File: config.mk
export PLATFORM = sky130hd
export DESIGN_NAME = stu_ctrl
export DESIGN_NICKNAME = d
export VERILOG_FILES = /design/src/design/stu_pkg.sv /design/src/design/stu_ctrl.sv
export SDC_FILE = /design/constraint.sdc
export NUM_CORES = 1
export LEC_CHECK = 0
export BUFFER_PORTS_ARGS = -buffer_cell sky130_fd_sc_hd__buf_2
export CAP_MARGIN = 30
export CORE_AREA = 4 4 41 43
export CTS_CLUSTER_SIZE = 14
export DETAILED_ROUTE_END_ITERATION = 8
export DIE_AREA = 0 0 45 47
export PLACE_DENSITY = 0.72
export SLEW_MARGIN = 20
export SYNTH_ARGS = -nofsm -noshare
export SYNTH_HDL_FRONTEND = slang
export SYNTH_SLANG_ARGS = --single-unit
File: constraint.sdc
create_clock -name clk -period 2.3 [get_ports clk]
set_input_delay 0.46 -clock clk [delete_from_list [all_inputs] [get_ports clk]]
set_output_delay 0.46 -clock clk [all_outputs]
set_load 0.02 [all_outputs]
File: src/design/stu_pkg.sv
// Package for the stereo to surround upmix block: widths, constants, types.
// No dependencies.
`timescale 1ns / 1ps
package stu_pkg;
	localparam int VOLUME_SHIFT = 12;
	localparam int CFG_IDX_W = 3;
	localparam logic signed [33:0] Q_ONE = 34'sd268435456;
	localparam logic signed [33:0] K_ENV = 34'sd26843546;
	localparam logic signed [33:0] K_CLAMP = 34'sd241591910;
	localparam logic signed [33:0] K_MAJOR = 34'sd464393339;
	localparam logic signed [33:0] K_MINOR = 34'sd327491256;
	localparam logic signed [33:0] K_REAR = 34'sd182536110;
	localparam logic signed [33:0] S32_MAX = 34'sd2147483647;
	localparam logic signed [33:0] S32_MIN = -34'sd2147483648;

	typedef enum logic [CFG_IDX_W-1:0] {
		REG_GAIN_LEFT, REG_GAIN_RIGHT, REG_GAIN_CENTER, REG_GAIN_LFE,
		REG_GAIN_REAR_LEFT, REG_GAIN_REAR_RIGHT, REG_CENTER_BLEND
	} cfg_idx_t;

	typedef enum logic [4:0] {
		OP_ENV_L, OP_ENV_R, OP_FRONT, OP_L, OP_R, OP_DIV_L, OP_DIV_R,
		OP_SL_A, OP_SL_B, OP_SR_A, OP_SR_B, OP_SL_C, OP_SL_D, OP_SR_C, OP_SR_D,
		OP_CX, OP_FL, OP_FR, OP_C, OP_LFE, OP_RL, OP_RR
	} op_t;

	typedef enum logic [2:0] {ST_IDLE, ST_STEP, ST_DIV, ST_OUT} state_t;

	typedef struct packed {
		logic load;
		logic step;
		op_t  op;
		logic div_start;
		logic out_load;
	} cmd_t;

	typedef struct packed {
		logic div_busy;
	} sts_t;

	function automatic logic signed [33:0] sat32(input logic signed [65:0] v);
		if (v > 66'(S32_MAX)) return S32_MAX;
		if (v < 66'(S32_MIN)) return S32_MIN;
		return v[33:0];
	endfunction

	function automatic logic signed [33:0] scale_in(input logic signed [31:0] x);
		logic signed [65:0] e;
		e = 66'(x);
		if (VOLUME_SHIFT <= 12) return sat32(e <<< (12 - VOLUME_SHIFT));
		return sat32(e >>> (VOLUME_SHIFT - 12));
	endfunction
endpackage

File: src/design/stu_ctrl.sv
// Sequencer: steps through the operation list and waits on the divider and on the output handshake.
// Depends on stu_pkg.
`timescale 1ns / 1ps
module stu_ctrl import stu_pkg::*; (
	input  logic clk,
	input  logic arst_n,
	input  logic in_valid,
	output logic in_ready,
	output logic out_valid,
	input  logic out_ready,
	input  sts_t sts,
	output cmd_t cmd
);
	state_t state_q, state_d;
	op_t op_q, op_d;
	logic ov_q, ov_d;

	always_ff @(posedge clk or negedge arst_n) begin
		if (!arst_n) begin
			state_q <= ST_IDLE;
			op_q <= OP_ENV_L;
			ov_q <= 1'b0;
		end else begin
			state_q <= state_d;
			op_q <= op_d;
			ov_q <= ov_d;
		end
	end

	always_comb begin
		state_d = state_q;
		op_d = op_q;
		ov_d = ov_q && !out_ready;
		cmd = '0;
		cmd.op = op_q;
		in_ready = state_q == ST_IDLE;
		out_valid = ov_q;
		unique case (state_q)
			ST_IDLE: if (in_valid) begin
				cmd.load = 1'b1;
				op_d = OP_ENV_L;
				state_d = ST_STEP;
			end
			ST_STEP: begin
				if (op_q == OP_DIV_L || op_q == OP_DIV_R) begin
					cmd.div_start = 1'b1;
					state_d = ST_DIV;
				end else begin
					cmd.step = 1'b1;
					if (op_q == OP_RR) state_d = ST_OUT;
					else op_d = op_t'(op_q + 5'd1);
				end
			end
			ST_DIV: if (!sts.div_busy) begin
				cmd.step = 1'b1;
				op_d = op_t'(op_q + 5'd1);
				state_d = ST_STEP;
			end
			ST_OUT: if (!ov_q || out_ready) begin
				cmd.out_load = 1'b1;
				ov_d = 1'b1;
				state_d = ST_IDLE;
			end
			default: state_d = ST_IDLE;
		endcase
	end
endmodule

## Yosys cells after proc, flatten, opt, wreduce, memory -nomap -nowiden

Index checks and enable logic that the tools add are counted.
Widths: inputs -> output; s select.

| cells by class | value |
|---|---|
| add/sub/neg operators | 1 |
| equality and inequality tests | 12 |
| multiplexer cells | 22 |
| reductions and logical operators | 9 |

Operators by type and width:

| cell | count |
|---|---|
| $mux 5 | 4 |
| $mux 3 | 5 |
| $pmux 5 s3 | 1 |
| $pmux 3 s4 | 1 |
| $eq 5x3->1 const B | 2 |
| $mux 1 | 10 |
| $ne 2x2->1 const B | 5 |
| $eq 3x2->1 const B | 2 |
| $add 5x1->5 const B | 1 |
| $eq 5x5->1 const B | 1 |
| $reduce_and 5->1 | 1 |
| $reduce_and 4->1 | 1 |
| $eq 3x1->1 const B | 1 |
| $logic_not 3->1 | 1 |
| $ne 3x3->1 const B | 1 |
| $reduce_bool 3->1 | 1 |
| $logic_not 1->1 | 2 |
| $logic_or 1x1->1 | 2 |
| $pmux 1 s2 | 1 |
| $logic_and 1x1->1 | 1 |

| storage, ports and cells | value |
|---|---|
| flip-flop bits (word level) | 9 |
| output and inout bits | 11 |

## Longest topological paths before layout

Gate-level depths: netlist (run 1).

| depth | value |
|---|---|
| word-level depth | 4 |
| depth in mapped cells | 6 |
| gate-level depth less buffers | 6 |

## Worst setup path before layout (run 1)

Ideal clock, no wire load.

| path | value |
|---|---|
| kind | flip-flop to output port |
| start | register op_q[1] |
| end | output cmd[1] (netlist bit) |
| data arrival time | 1.600 ns |
| required time | 1.840 ns |
| setup slack | 0.240 ns |
| cell stages (with the launch flop) | 5 |
| path buffers | 0 |
| cells stage by stage | dfrtp_1 > inv_1 > ha_1 > nor2_1 > nor4b_1 |

RTL lines:

| what | RTL line | source |
|---|---|---|
| start, declared | stu_ctrl.sv:15 | `op_t op_q, op_d;` |
| start signal, assigned | stu_ctrl.sv:25 | `op_q <= op_d;` |
| end, declared | stu_ctrl.sv:12 | `output cmd_t cmd` |

==> results of run 1 <==
## path summary, 6_finish.rpt
path,start,endpoint,slack [ns]
setup / recovery,op_q[1]$_DFFE_PN0P_,cmd[1],0.23
hold / removal,arst_n,out_valid$_DFF_PN0_,0.03
setup reg to reg,state_q[0]$_DFFE_PN0P_,op_q[3]$_DFFE_PN0P_,0.57
hold reg to reg,out_valid$_DFF_PN0_,out_valid$_DFF_PN0_,0.55
max in group asynchronous,arst_n,state_q[1]$_DFFE_PN0P_,2.10
min in group clk,out_ready,out_valid$_DFF_PN0_,0.51
## final cells by class
class	count	area [um2]	share of cell area
Multi-Input combinational cell	47	389	0.526
Sequential cell	8	200	0.271
Timing Repair Buffer	15	75.1	0.102
Inverter	9	33.8	0.0457
Clock buffer	3	22.5	0.0305
Tap cell	15	18.8	0.0254
## metal layers
metal / GRT usage / vias to the layer above / routed length [um]
met5: 0 / - / 0
met4: 0.140 / 0 / 48
met3: 0.0307 / 6 / 66
met2: 0.271 / 15 / 669
met1: 0.189 / 244 / 578
li1: - / 267 / -
## flip-flops by register name, summed over array words and instances (netlist names)
register,flops
state_q,2
op_q,5
out_valid,1
## power by group
part | switching [mW] | leakage (nW) | internal (mW)
Combinational | 0.389 | 0.270 | 0.266
Sequential | 0.0614 | 0.104 | 0.194
Clock | 0.0457 | 0.0138 | 0.0596
Total | 0.496 | 0.388 | 0.520
## through the flow
step                      hold WS, ns  std cells  power (mW)
after floorplan                 0.164         64       0.739
after global placement          0.308         94       0.903
after detailed placement        0.308         94       0.914
after CTS                      0.0271         97        1.03
after global routing           0.0239         97        1.12
final                          0.0329         97        1.02
## critical path, cell delays in order, from the launching register on
cell and delay, ns:
dfrtp_1 0.43, inv_1 0.09, ha_1 0.22, nor2_1 0.09, nor4b_1 0.30, buf_2 0.22
## cell families after synthesis
logic type                 Yosys count  share of synthesized area
and+or+nand+nor                     21                      0.205
AOI/OAI and AO/OA                   17                      0.235
buffers and inverters                9                     0.0542
adders and majority gates            8                      0.161
DFF                                  8                      0.321
muxes                                1                     0.0241
## layout by cell type (no fill, tap or decap), types with 2 or more instances in the layout
cell type	netlist	final
buf_2	0	15
inv_1	9	9
and2_1	3	3
a41oi_1	2	2
nand2b_1	4	4
nor2_1	4	4
clkbuf_4	0	3
o21ai_1	2	2
o22ai_1	2	2
a21oi_1	2	2
ha_1	8	8
dfrtp_1	8	8
and3_1	2	2
==> results.cfg, run 1 <==
[outcome]
status = complete, no violations

[synth]
synth_edf_count = 0
yosys_warnings = 0
synth_top_area_frac = 0.321
ys_ff_latch = 8
synth-async-reset-ratio = 1.00
syn_inst = 64
ys_types = 29
netlist_area_um2 = 623
synth_top_area_cell = dfrtp_1
yosys-top-cells-area = dfrtp_1 (32%), ha_1 (16%), inv_1 (5.4%), nand2b_1 (4.0%), and2_1 (3.0%)
synth-main-ff-cell = dfrtp_1
avgSynthCellArea_um2 = 9.74
synthTopCellsByCount = inv_1 (9), dfrtp_1 (8), ha_1 (8), nand2b_1 (4), nor2_1 (4)
synth.most_common_cell = inv_1
seq_area_frac_synth = 0.321
synth_fp_nets = 77

[clock_network]
cts_max_level = 1
cts_hold_buffers = 0
cts_root_buf = clkbuf_4
cts.sinks = 8
clk_latency_ns = 0.25
cts_tree = built
cts.clk_slew.worst_paths_ns = 0.05
post-cts-setup-buffers = 0
cts.repair.resized = 0
cts_buffers = 3
cts_buffer_depth = 2

[die]
io_pins = 16
die_h_um = 47
coreArea_um2 = 1300
die_area_um2 = 2120
rows = 13
initial_core_util = 0.479
die_x_um = 45

[sta]
worst_pin_slew_ns = 0.474
final_max_slew_viol_count = 0
setup_ws_ns = 0.229
timing.fmax_ghz = 0.483
rsz0062_at_grt = false
finalSetupViolations = 0
clock_skew_ns = 0.00600
fin_crit_sh = 0.900
setup_tns_ns = 0
fin_crit_ns = 2.07
hold_viol = 0
timing.slew.headroom = 0.684

[placement]
placed_cell_area_um2 = 717
port_buffers = 15
pre_cts_slack_ns = 0.529
gp_congestion = 0.831
place_hpwl_um = 1150

[cells_and_area]
finalInstanceArea_um2 = 739
area_delta_synth_final_pct = 18.7
fin_nets = 97
n_antenna_cell = 0
final_core_util = 0.568
n_fill_cell = 124
drive_gt1_frac = 0.305

[global_routing]
grt_pass1_wl_um = 2440
grt_pass1_vias = 556
grt_max_degree = 9
antenna_found_initial = 0
grt_use_total = 0.167
grt_overflow = 0

[drt]
drt-pass1-iter-count = 4
viasPerCell = 5.48
num_vias = 532
drtIter0Drc = 8
wirelength_um = 1360
postRouteAntennaNets = 0
drc = 0
wl_per_cell_um = 14.0

[worst_setup_path]
startpoint_type = flop
cp_data_required_time_ns = 1.84
setup.worst_path.class = reg -> out
cp-end-kind = output pin
reg2reg_depth = 5
cp_max_fo = 5
critPathArrivalTime_ns = 1.61

[hold_path]
hold_class = in -> async

[power_and_ir_drop]
p_leak_nw = 0.388
powerDensity_nw_per_um2 = 1370
vdd_drop_max_mv = 0.795

[job]
max-cap-violations = 0
(Power assumes the default switching activity.)
==> inputs of run 2 (changes only) <==
Settings changed: RECOVER_POWER set to 25.
==> run 2 against run 1 <==
Against the previous run: worst hold slack better by 0.072 ns; combinational power about the same; sequential cell count stayed put.
==> results.cfg, run 2 (synthesis gave the netlist of run 1 again) <==
[outcome]
status = complete, no violations

[cells_and_area]
final_cell_mix = buf_2 (14), inv_1 (9), ha_1 (8), dfrtp_1 (8)
final_core_util = 0.567
n_antenna_cell = 0
largest_register = op_q
largest_reg_flops = 5
area_delta_synth_final_pct = 18.5
layout_commonest_cell = buf_2
drive_gt1_frac = 0.293
fin_nets = 97

[drt]
top_layer_used = met4
drtIter0Drc = 8
viasPerCell = 5.48
wl_per_cell_um = 14.1
wirelength_um = 1360
num_vias = 532
met3_length_um = 61
dr_wl_met2_um = 669
drt-pass1-iter-count = 4
postRouteAntennaNets = 0
wl_met1_um = 585
drc = 0

[die]
initial_core_util = 0.479
die_x_um = 45
rows = 13
die_h_um = 47
die_area_um2 = 2120
coreArea_um2 = 1300
io_pins = 16

[global_routing]
grt_pass1_vias = 556
grt_max_degree = 9
antenna_found_initial = 0
grt_use_total = 0.167
grt_overflow = 0
grt_pass1_wl_um = 2440

[placement]
port_buffers = 15
place_hpwl_um = 1150
gp_congestion = 0.831

[hold_path]
hold_class = in -> async

[clock_network]
clk_latency_ns = 0.25
cts_max_level = 1
post-cts-setup-buffers = 0
cts_buffer_depth = 2
cts.repair.resized = 0
cts.sinks = 8
cts.clk_slew.worst_paths_ns = 0.05
cts_root_buf = clkbuf_4
cts_tree = built
cts_hold_buffers = 0
cts_buffers = 3

[sta]
hold_viol = 0
clock_skew_ns = 0.00600
fin_crit_sh = 0.900
setup_tns_ns = 0
timing.fmax_ghz = 0.483
final_max_slew_viol_count = 0
finalSetupViolations = 0
fin_crit_ns = 2.07
timing.slew.headroom = 0.684
worst_pin_slew_ns = 0.474
rsz0062_at_grt = false

[worst_setup_path]
startpoint_type = flop
critPathArrivalTime_ns = 1.61
cp_data_required_time_ns = 1.84
cp_max_fo = 5
cp-end-kind = output pin
reg2reg_setup_slack_ns = 0.57
setup.worst_path.class = reg -> out

[job]
max-cap-violations = 0

[power_and_ir_drop]
powerDensity_nw_per_um2 = 1380
p_leak_nw = 0.385
vdd_drop_max_mv = 0.795
## run 2: stage by stage
step / instances / hold WS (ns) / setup slack [ns] / area, um2 / total power [mW]
2_1_floorplan: 64 / 0.164 / 0.240 / 623 / 0.739
3_3_place_gp: 94 / 0.308 / 0.554 / 717 / 0.903
3_5_place_dp: 94 / 0.308 / 0.529 / 717 / 0.914
4_1_cts: 97 / 0.0271 / 0.240 / 739 / 1.03
5_1_grt: 97 / 0.124 / 0.0899 / 738 / 1.12
6_report: 97 / 0.105 / 0.229 / 738 / 1.02
## run 2: final cells by class
type                            count  area (um2)
Tap cell                           15        18.8
Inverter                            9        33.8
Multi-Input combinational cell     47         389
Sequential cell                     8         200
Clock buffer                        3        22.5
Fill cell                         125         563
Timing Repair Buffer               15        73.8
## run 2: routing by layer
metal / track usage / vias up
li1: - / 267
met1: 0.189 / 244
met2: 0.271 / 15
met3: 0.0307 / 6
met4: 0.140 / 0
met5: 0 / -
## run 2: critical path, stage by stage (launching register included)
cell and delay, ns:
dfrtp_1 0.43, inv_1 0.09, ha_1 0.22, nor2_1 0.09
nor4b_1 0.30, buf_2 0.22
## run 2: worst paths after layout
check,start,endpoint,cells after the start
worst max-delay path,op_q[1]$_DFFE_PN0P_,cmd[1],5
worst min-delay path,arst_n,out_valid$_DFF_PN0_,1
worst max register to register,state_q[0]$_DFFE_PN0P_,op_q[3]$_DFFE_PN0P_,5
worst min register to register,out_valid$_DFF_PN0_,out_valid$_DFF_PN0_,2
max in group asynchronous,arst_n,state_q[1]$_DFFE_PN0P_,1
min in group clk,out_ready,out_valid$_DFF_PN0_,3
## run 2: where the power goes
| part | internal, mW | total, mW | switching, mW |
|---|---|---|---|
| clock | 0.0596 | 0.105 | 0.0457 |
| combinational | 0.266 | 0.655 | 0.389 |
| sequential | 0.194 | 0.255 | 0.0614 |
